[config.mk]
export PLATFORM = sky130hd
export DESIGN_NAME = rc5_block_encrypt
export DESIGN_NICKNAME = d
export VERILOG_FILES = /design/src/design/rc5_pkg.sv /design/src/design/rc5_block_encrypt.sv /design/src/design/rc5_cell.sv
export SDC_FILE = /design/constraint.sdc
export NUM_CORES = 2
export LEC_CHECK = 0
export BUFFER_PORTS_ARGS = -buffer_cell sky130_fd_sc_hd__clkbuf_2
export CAP_MARGIN = 20
export CELL_PAD_IN_SITES_DETAIL_PLACEMENT = 1
export CELL_PAD_IN_SITES_GLOBAL_PLACEMENT = 2
export CORE_UTILIZATION = 40
export DETAILED_ROUTE_END_ITERATION = 8
export GPL_ROUTABILITY_DRIVEN = 0
export HOLD_SLACK_MARGIN = 0.06
export PLACE_DENSITY = 0.9
export SLEW_MARGIN = 0
export SYNTH_ARGS = -nofsm -noshare
export SYNTH_HDL_FRONTEND = slang
export SYNTH_SLANG_ARGS = --single-unit
[constraint.sdc]
create_clock -name i_clk -period 19.23 [get_ports i_clk]
set_input_delay 0.9615 -clock i_clk [delete_from_list [all_inputs] [get_ports i_clk]]
set_output_delay 0.9615 -clock i_clk [all_outputs]
set_load 0.05 [all_outputs]
[src/design/rc5_pkg.sv]
// ---------------------------------------------------------------------------
// rc5_pkg
// shared constants, types and helpers for the rc5 block cipher core
// ---------------------------------------------------------------------------
package rc5_pkg;

    localparam int unsigned ROUND_COUNT_DEF = 12;
    localparam int unsigned KEY_LENGTH_DEF  = 16;

    localparam logic [31:0] MAGIC_P = 32'hb7e15163;
    localparam logic [31:0] MAGIC_Q = 32'h9e3779b9;

    typedef enum logic [1:0] {
        S_IDLE,
        S_INIT,
        S_MIX,
        S_ENC
    } t_state;

    // per-cycle control of one ring cell
    typedef struct packed {
        logic load;
        logic shift1;
        logic shift2;
    } t_cell_ctrl;

    function automatic logic [31:0] rotl32(input logic [31:0] x, input logic [4:0] n);
        logic [63:0] t;
        t = {x, x} << n;
        return t[63:32];
    endfunction

endpackage

[src/design/rc5_block_encrypt.sv]
// ---------------------------------------------------------------------------
// rc5_block_encrypt
// rc5-32 block encryption with key schedule held in a ring of cells
// ---------------------------------------------------------------------------
// a word is accepted only in idle; it then gets the initial subkey add and the rounds,
// and the last round lands in the output register, held back while a result is pending
// after reset or a key write the first word first runs key expansion, a table load
// and then the mixing steps, one mixing step per cycle
// reset is synchronous active low and clears control, the key registers and the table ready flag
module rc5_block_encrypt #(
    parameter int unsigned ROUND_COUNT = rc5_pkg::ROUND_COUNT_DEF,
    parameter int unsigned KEY_LENGTH  = rc5_pkg::KEY_LENGTH_DEF
) (
    input  logic        i_clk,
    input  logic        i_rst_n,
    input  logic        i_cfg_we,
    input  logic [7:0]  i_cfg_idx,
    input  logic [63:0] i_cfg_data,
    input  logic        i_valid,
    output logic        o_ready,
    input  logic [31:0] i_word_a,
    input  logic [31:0] i_word_b,
    output logic        o_valid,
    input  logic        i_ready,
    output logic [31:0] o_cipher_a,
    output logic [31:0] o_cipher_b
);

    localparam int unsigned TD   = 2 * ROUND_COUNT + 2;
    localparam int unsigned KW   = (KEY_LENGTH + 3) / 4;
    localparam int unsigned MIXN = 3 * TD;
    localparam int unsigned CW   = $clog2(MIXN + 1);
    localparam logic [7:0]  IDX_KEY_LOW  = 8'd0;
    localparam logic [7:0]  IDX_KEY_HIGH = 8'd1;

    rc5_pkg::t_state r_state, n_state;
    logic [CW-1:0]   r_cnt, n_cnt;
    logic            r_tab_ok, n_tab_ok;
    logic [63:0]     r_key_low, r_key_high;
    logic [31:0]     r_a, n_a, r_b, n_b;
    logic [31:0]     r_ma, n_ma, r_mb, n_mb;
    logic            r_out_valid, n_out_valid;
    logic [31:0]     r_out_a, r_out_b;
    logic            out_load;

    rc5_pkg::t_cell_ctrl s_ctrl, l_ctrl;
    logic [31:0] s_q [TD];
    logic [31:0] l_q [KW];
    logic [127:0] key_all;
    logic [31:0] mix_a, mix_b, mix_sum;
    logic [31:0] rnd_a, rnd_b;

    assign key_all = {r_key_high, r_key_low};

    // mixing step on the ring heads
    assign mix_a   = rc5_pkg::rotl32(s_q[0] + r_ma + r_mb, 5'd3);
    assign mix_sum = mix_a + r_mb;
    assign mix_b   = rc5_pkg::rotl32(l_q[0] + mix_sum, mix_sum[4:0]);

    // one round with the two head subkeys
    assign rnd_a = rc5_pkg::rotl32(r_a ^ r_b, r_b[4:0]) + s_q[0];
    assign rnd_b = rc5_pkg::rotl32(r_b ^ rnd_a, rnd_a[4:0]) + s_q[1];

    genvar k;
    generate
        for (k = 0; k < TD; k++) begin : g_sub
            localparam logic [31:0] INIT = rc5_pkg::MAGIC_P + 32'(k) * rc5_pkg::MAGIC_Q;
            logic [31:0] d1;
            if (k == TD - 1) begin : g_tail
                assign d1 = mix_a;
            end else begin : g_body
                assign d1 = s_q[k + 1];
            end
            rc5_cell u_cell (
                .i_clk     (i_clk),
                .i_ctrl    (s_ctrl),
                .i_load_val(INIT),
                .i_d1      (d1),
                .i_d2      (s_q[(k + 2) % TD]),
                .o_q       (s_q[k])
            );
        end
        for (k = 0; k < KW; k++) begin : g_key
            logic [31:0] d1;
            logic [31:0] init;
            genvar m;
            for (m = 0; m < 4; m++) begin : g_byte
                if (4 * k + m < KEY_LENGTH) begin : g_use
                    assign init[8*m +: 8] = key_all[8*(4*k+m) +: 8];
                end else begin : g_pad
                    assign init[8*m +: 8] = 8'h00;
                end
            end
            if (k == KW - 1) begin : g_tail
                assign d1 = mix_b;
            end else begin : g_body
                assign d1 = l_q[k + 1];
            end
            rc5_cell u_cell (
                .i_clk     (i_clk),
                .i_ctrl    (l_ctrl),
                .i_load_val(init),
                .i_d1      (d1),
                .i_d2      (l_q[k]),
                .o_q       (l_q[k])
            );
        end
    endgenerate

    always_ff @(posedge i_clk) begin
        if (!i_rst_n) begin
            r_state     <= rc5_pkg::S_IDLE;
            r_cnt       <= '0;
            r_tab_ok    <= 1'b0;
            r_out_valid <= 1'b0;
            r_key_low   <= '0;
            r_key_high  <= '0;
        end else begin
            r_state     <= n_state;
            r_cnt       <= n_cnt;
            r_tab_ok    <= n_tab_ok;
            r_out_valid <= n_out_valid;
            if (i_cfg_we && i_cfg_idx == IDX_KEY_LOW) begin
                r_key_low <= i_cfg_data;
            end
            if (i_cfg_we && i_cfg_idx == IDX_KEY_HIGH) begin
                r_key_high <= i_cfg_data;
            end
        end
    end

    always_ff @(posedge i_clk) begin
        r_a  <= n_a;
        r_b  <= n_b;
        r_ma <= n_ma;
        r_mb <= n_mb;
        if (out_load) begin
            r_out_a <= rnd_a;
            r_out_b <= rnd_b;
        end
    end

    always_comb begin
        n_state     = r_state;
        n_cnt       = r_cnt;
        n_tab_ok    = r_tab_ok;
        n_a         = r_a;
        n_b         = r_b;
        n_ma        = r_ma;
        n_mb        = r_mb;
        s_ctrl      = '0;
        l_ctrl      = '0;
        out_load    = 1'b0;
        n_out_valid = r_out_valid && !i_ready;
        o_ready     = (r_state == rc5_pkg::S_IDLE);
        case (r_state)
            rc5_pkg::S_IDLE: begin
                if (i_valid) begin
                    n_a   = i_word_a;
                    n_b   = i_word_b;
                    n_cnt = '0;
                    n_state = r_tab_ok ? rc5_pkg::S_ENC : rc5_pkg::S_INIT;
                end
            end
            rc5_pkg::S_INIT: begin
                s_ctrl.load = 1'b1;
                l_ctrl.load = 1'b1;
                n_ma        = '0;
                n_mb        = '0;
                n_state     = rc5_pkg::S_MIX;
            end
            rc5_pkg::S_MIX: begin
                s_ctrl.shift1 = 1'b1;
                l_ctrl.shift1 = 1'b1;
                n_ma          = mix_a;
                n_mb          = mix_b;
                if (r_cnt == CW'(MIXN - 1)) begin
                    n_tab_ok = 1'b1;
                    n_cnt    = '0;
                    n_state  = rc5_pkg::S_ENC;
                end else begin
                    n_cnt = r_cnt + 1'b1;
                end
            end
            rc5_pkg::S_ENC: begin
                if (r_cnt == '0) begin
                    // initial subkey add
                    n_a = r_a + s_q[0];
                    n_b = r_b + s_q[1];
                    s_ctrl.shift2 = 1'b1;
                    n_cnt = r_cnt + 1'b1;
                end else if (r_cnt != CW'(ROUND_COUNT)) begin
                    n_a = rnd_a;
                    n_b = rnd_b;
                    s_ctrl.shift2 = 1'b1;
                    n_cnt = r_cnt + 1'b1;
                end else if (!(r_out_valid && !i_ready)) begin
                    // last round lands in the output register
                    s_ctrl.shift2 = 1'b1;
                    out_load    = 1'b1;
                    n_out_valid = 1'b1;
                    n_state     = rc5_pkg::S_IDLE;
                end
            end
            default: begin
                n_state = rc5_pkg::S_IDLE;
            end
        endcase
        // a key write drops the expanded table
        if (i_cfg_we && (i_cfg_idx == IDX_KEY_LOW || i_cfg_idx == IDX_KEY_HIGH)) begin
            n_tab_ok = 1'b0;
        end
    end

    assign o_valid    = r_out_valid;
    assign o_cipher_a = r_out_a;
    assign o_cipher_b = r_out_b;

    a_accept_busy: assert property (@(posedge i_clk) disable iff (!i_rst_n)
        (i_valid && o_ready) |=> (r_state != rc5_pkg::S_IDLE))
        else $error("accepted word left block idle");

    a_result_keyed: assert property (@(posedge i_clk) disable iff (!i_rst_n)
        out_load |-> (r_tab_ok && r_state == rc5_pkg::S_ENC))
        else $error("result produced without expanded table");

    a_key_clears: assert property (@(posedge i_clk) disable iff (!i_rst_n)
        (i_cfg_we && (i_cfg_idx == IDX_KEY_LOW || i_cfg_idx == IDX_KEY_HIGH))
        |=> !r_tab_ok)
        else $error("key write kept stale table");

    a_no_overwrite: assert property (@(posedge i_clk) disable iff (!i_rst_n)
        (o_valid && !i_ready) |=> (o_valid && $stable(o_cipher_a) && $stable(o_cipher_b)))
        else $error("pending result overwritten");

endmodule

[src/design/rc5_cell.sv]
// ---------------------------------------------------------------------------
// rc5_cell
// one word of a rotating table; loads, holds or takes a neighbor's word
// ---------------------------------------------------------------------------
module rc5_cell (
    input  logic                i_clk,
    input  rc5_pkg::t_cell_ctrl i_ctrl,
    input  logic [31:0]         i_load_val,
    input  logic [31:0]         i_d1,
    input  logic [31:0]         i_d2,
    output logic [31:0]         o_q
);

    logic [31:0] r_q;
    logic [31:0] n_q;

    always_comb begin
        n_q = r_q;
        if (i_ctrl.load) begin
            n_q = i_load_val;
        end else if (i_ctrl.shift2) begin
            n_q = i_d2;
        end else if (i_ctrl.shift1) begin
            n_q = i_d1;
        end
    end

    always_ff @(posedge i_clk) begin
        r_q <= n_q;
    end

    assign o_q = r_q;

endmodule

==> results.json <==
{
  "synthArstFlopShare_pct": 0,
  "path_clk_slew_ps": 60,
  "drtAntennaViolNets": 0,
  "htree_levels": 4,
  "cts_inserted_buffers": 145,
  "worst_setup_path_end_kind": "flop",
  "crit_required_ps": 19900,
  "io_buffer_count": 206,
  "synth_nets": 8633,
  "hold_violations": 0,
  "critPathMaxFanout": 6,
  "grt.overflow.total": 0,
  "ys_ff_latch": 1291,
  "ctsRootBufferMaster": "clkbuf_16",
  "post_drt_wl_per_cell_um": 22.8,
  "cts_resized": 0,
  "yosys_warnings": 0,
  "num-nets-final": 8496,
  "cts_sinks": 1291,
  "synth_top_area_share_pct": 26.1,
  "critPathBufInv": 2,
  "regArea_um2": 29000,
  "tightest_slew_ps": 1220,
  "critical_path_class": "flop to flop",
  "drt_iter0_drc": 5216,
  "syn-cell-area_um2": 74600,
  "postCtsSetupBuffers": 0,
  "status": "complete, no violations",
  "holdCritPathClass": "primary input to flop",
  "ios": 207,
  "final_common_cell": "dfxtp_1",
  "ys_types": 93,
  "clock_latency_ps": 820,
  "die_area_um2": 188000,
  "synth_edf_count": 320,
  "grtUsageTotal_pct": 25.3,
  "clk_path_buf_depth": 3,
  "drc": 0,
  "syn_inst": 8230,
  "initial_utilization_pct": 40.3,
  "grt_pass1_wl_um": 374000,
  "firstDrtPassIters": 6,
  "hpwl_um": 174000,
  "grt_pass1_vias": 62800,
  "final_cell_mix": "971 x dfxtp_1, 931 x nand2_1, 925 x mux2i_1",
  "die_x_um": 434,
  "finalCritPeriodShare_pct": 55.1,
  "synthTopCellsByArea": "dfxtp_1 26%, edfxtp_1 13%, mux2i_1 12%",
  "synth_top_area_cell": "dfxtp_1",
  "crit_slowest_cell": "o41ai_1",
  "die_y_um": 434,
  "worstPathArrival_ps": 11270,
  "grt_max_degree": 266,
  "setup_tns_ps": 0,
  "critPathMostFrequentCell": "o21ai_0",
  "wl_um": 244000,
  "drv_cap": 0,
  "tritoncts": "done",
  "viasPerCell": 5.81,
  "syn_avg_cell_area_um2": 9.06,
  "cp_top_family": "compound AO/OA/AOI/OAI gates",
  "final_max_slew_viol_count": 0,
  "ys_seq_area_share_pct": 38.9,
  "setup_viol": 0,
  "rows": 158,
  "cts_hold_buf": 0,
  "max_clock_freq_mhz": 94.4,
  "fin_skew_ps": 49.0,
  "vias": 62200,
  "layout-drive-gt1-share_pct": 9.57,
  "slew_headroom_pct": 18.8,
  "fillerInstances": 21200,
  "ys.flop_type": "dfxtp_1",
  "startpoint_type": "flop",
  "core_um2": 185000,
  "antenna_found_initial": 11,
  "layout-area-overhead-vs-synth_pct": 10.5,
  "min_period_ps": 10600,
  "slowest_delay_ps": 680,
  "grt_setup_unrepaired": "false",
  "multi_input_area_um2": 43000
}
==> cells by family (layout without fill, tap and decap cells) <==
family / count (synthesis) / after routing / share of synthesized area [%]
xor gates and xnor gates: 252 / 252 / 3.15
other: 0 / 3 / 0
and+or+nand+nor: 2530 / 2530 / 15.4
muxes: 1101 / 1101 / 15.9
AOI/OAI and AO/OA: 2087 / 2087 / 18.2
DFF: 1291 / 1291 / 38.9
buffers and inverters: 707 / 690 / 3.58
adders and majority gates: 262 / 262 / 4.78
==> worst paths after layout <==
kind                            slack [ps]                                start  depth (start not counted)                                end
worst max-delay path                  8630  g_sub[0].u_cell.o_q[1]$_SDFFE_PP1P_                         38  g_key[3].u_cell.o_q[16]$_DFFE_PP_
worst min-delay path                   390                       i_cfg_data[22]                          3        r_key_high[22]$_SDFFE_PN0P_
worst min register to register         460          r_key_high[48]$_SDFFE_PN0P_                          2        r_key_high[48]$_SDFFE_PN0P_
worst max register to register        8630  g_sub[0].u_cell.o_q[1]$_SDFFE_PP1P_                         38  g_key[3].u_cell.o_q[16]$_DFFE_PP_
==> tightest hold or removal path, stage by stage <==
cell and delay, ps:
clkbuf_2 90, nand2_1 50, a21boi_0 60
==> flip-flops by register name, summed over array words and instances (netlist names) <==
signal,flops
r_ma,32
r_mb,32
o_cipher_b,32
o_cipher_a,32
g_sub.u_cell.o_q,832
r_tab_ok,1
g_key.u_cell.o_q,128
r_cnt,7
r_key_low,64
o_valid,1
r_state,2
r_key_high,64
r_b,32
r_a,32
==> synth_stat cells (9+ instances only) <==
library cell,count
xnor2_1,160
dfxtp_1,971
ha_1,224
a22oi_1,9
nor2_1,761
nand3_1,54
a221oi_1,15
and3_1,36
mux2i_1,925
edfxtp_1,320
buf_2,13
mux2_2,124
o21bai_1,38
a221o_1,14
xor2_1,82
nor2b_1,37
or3_1,23
and2_1,66
nand2b_1,449
o31a_1,13
a21o_1,89
nand2_1,933
o32ai_1,9
o21ai_0,593
o211ai_1,50
o31ai_1,21
a21boi_0,145
mux4_2,52
a31oi_1,45
o21a_1,60
buf_1,25
a211oi_1,462
nor3b_1,15
nor3_1,72
inv_1,113
nor4_1,9
a2111oi_0,10
a211o_1,23
fa_1,38
or2_2,24
o221ai_1,16
nand4_1,24
o22ai_1,12
clkbuf_1,549
a21oi_1,360
==> layer usage <==
layer / part of all wire (%) / vias up / wire length (µm) / GRT usage, %
met5: 0.023 / - / 55 / 0
met2: 45 / 1729 / 111000 / 40.7
met4: 5.0 / 8 / 12200 / 12.2
met1: 43 / 30700 / 106000 / 32.8
li1: - / 29300 / - / -
met3: 6.2 / 498 / 15100 / 4.46
==> final cells by class <==
cell class / instances / share of cell area, %
multi-input cells: 6232 / 52.2
flip-flops and latches: 1291 / 35.2
clock buffers: 208 / 5.07
well taps: 2480 / 3.77
repair buffers: 304 / 2.33
clock inverters: 59 / 0.838
inverters: 119 / 0.544
diodes: 3 / 0.00911
==> per-stage QoR <==
stage          utilization (%)  worst slack, ps  cells  hold slack, ps  area [µm²]
2_1_floorplan                -            10320   8230             438       74600
3_5_place_dp              41.8             8840  10400             457       77400
4_1_cts                   44.4             8770  10700             352       82300
5_1_grt                   44.5             7890  10700             410       82400
3_3_place_gp              41.8             9110  10400             449       77400
6_report                  44.5             8630  10700             394       82400
Power is left out: the tool's default activity adds up to more than one toggle a clock period on the data nets, which glitch-free logic cannot reach.
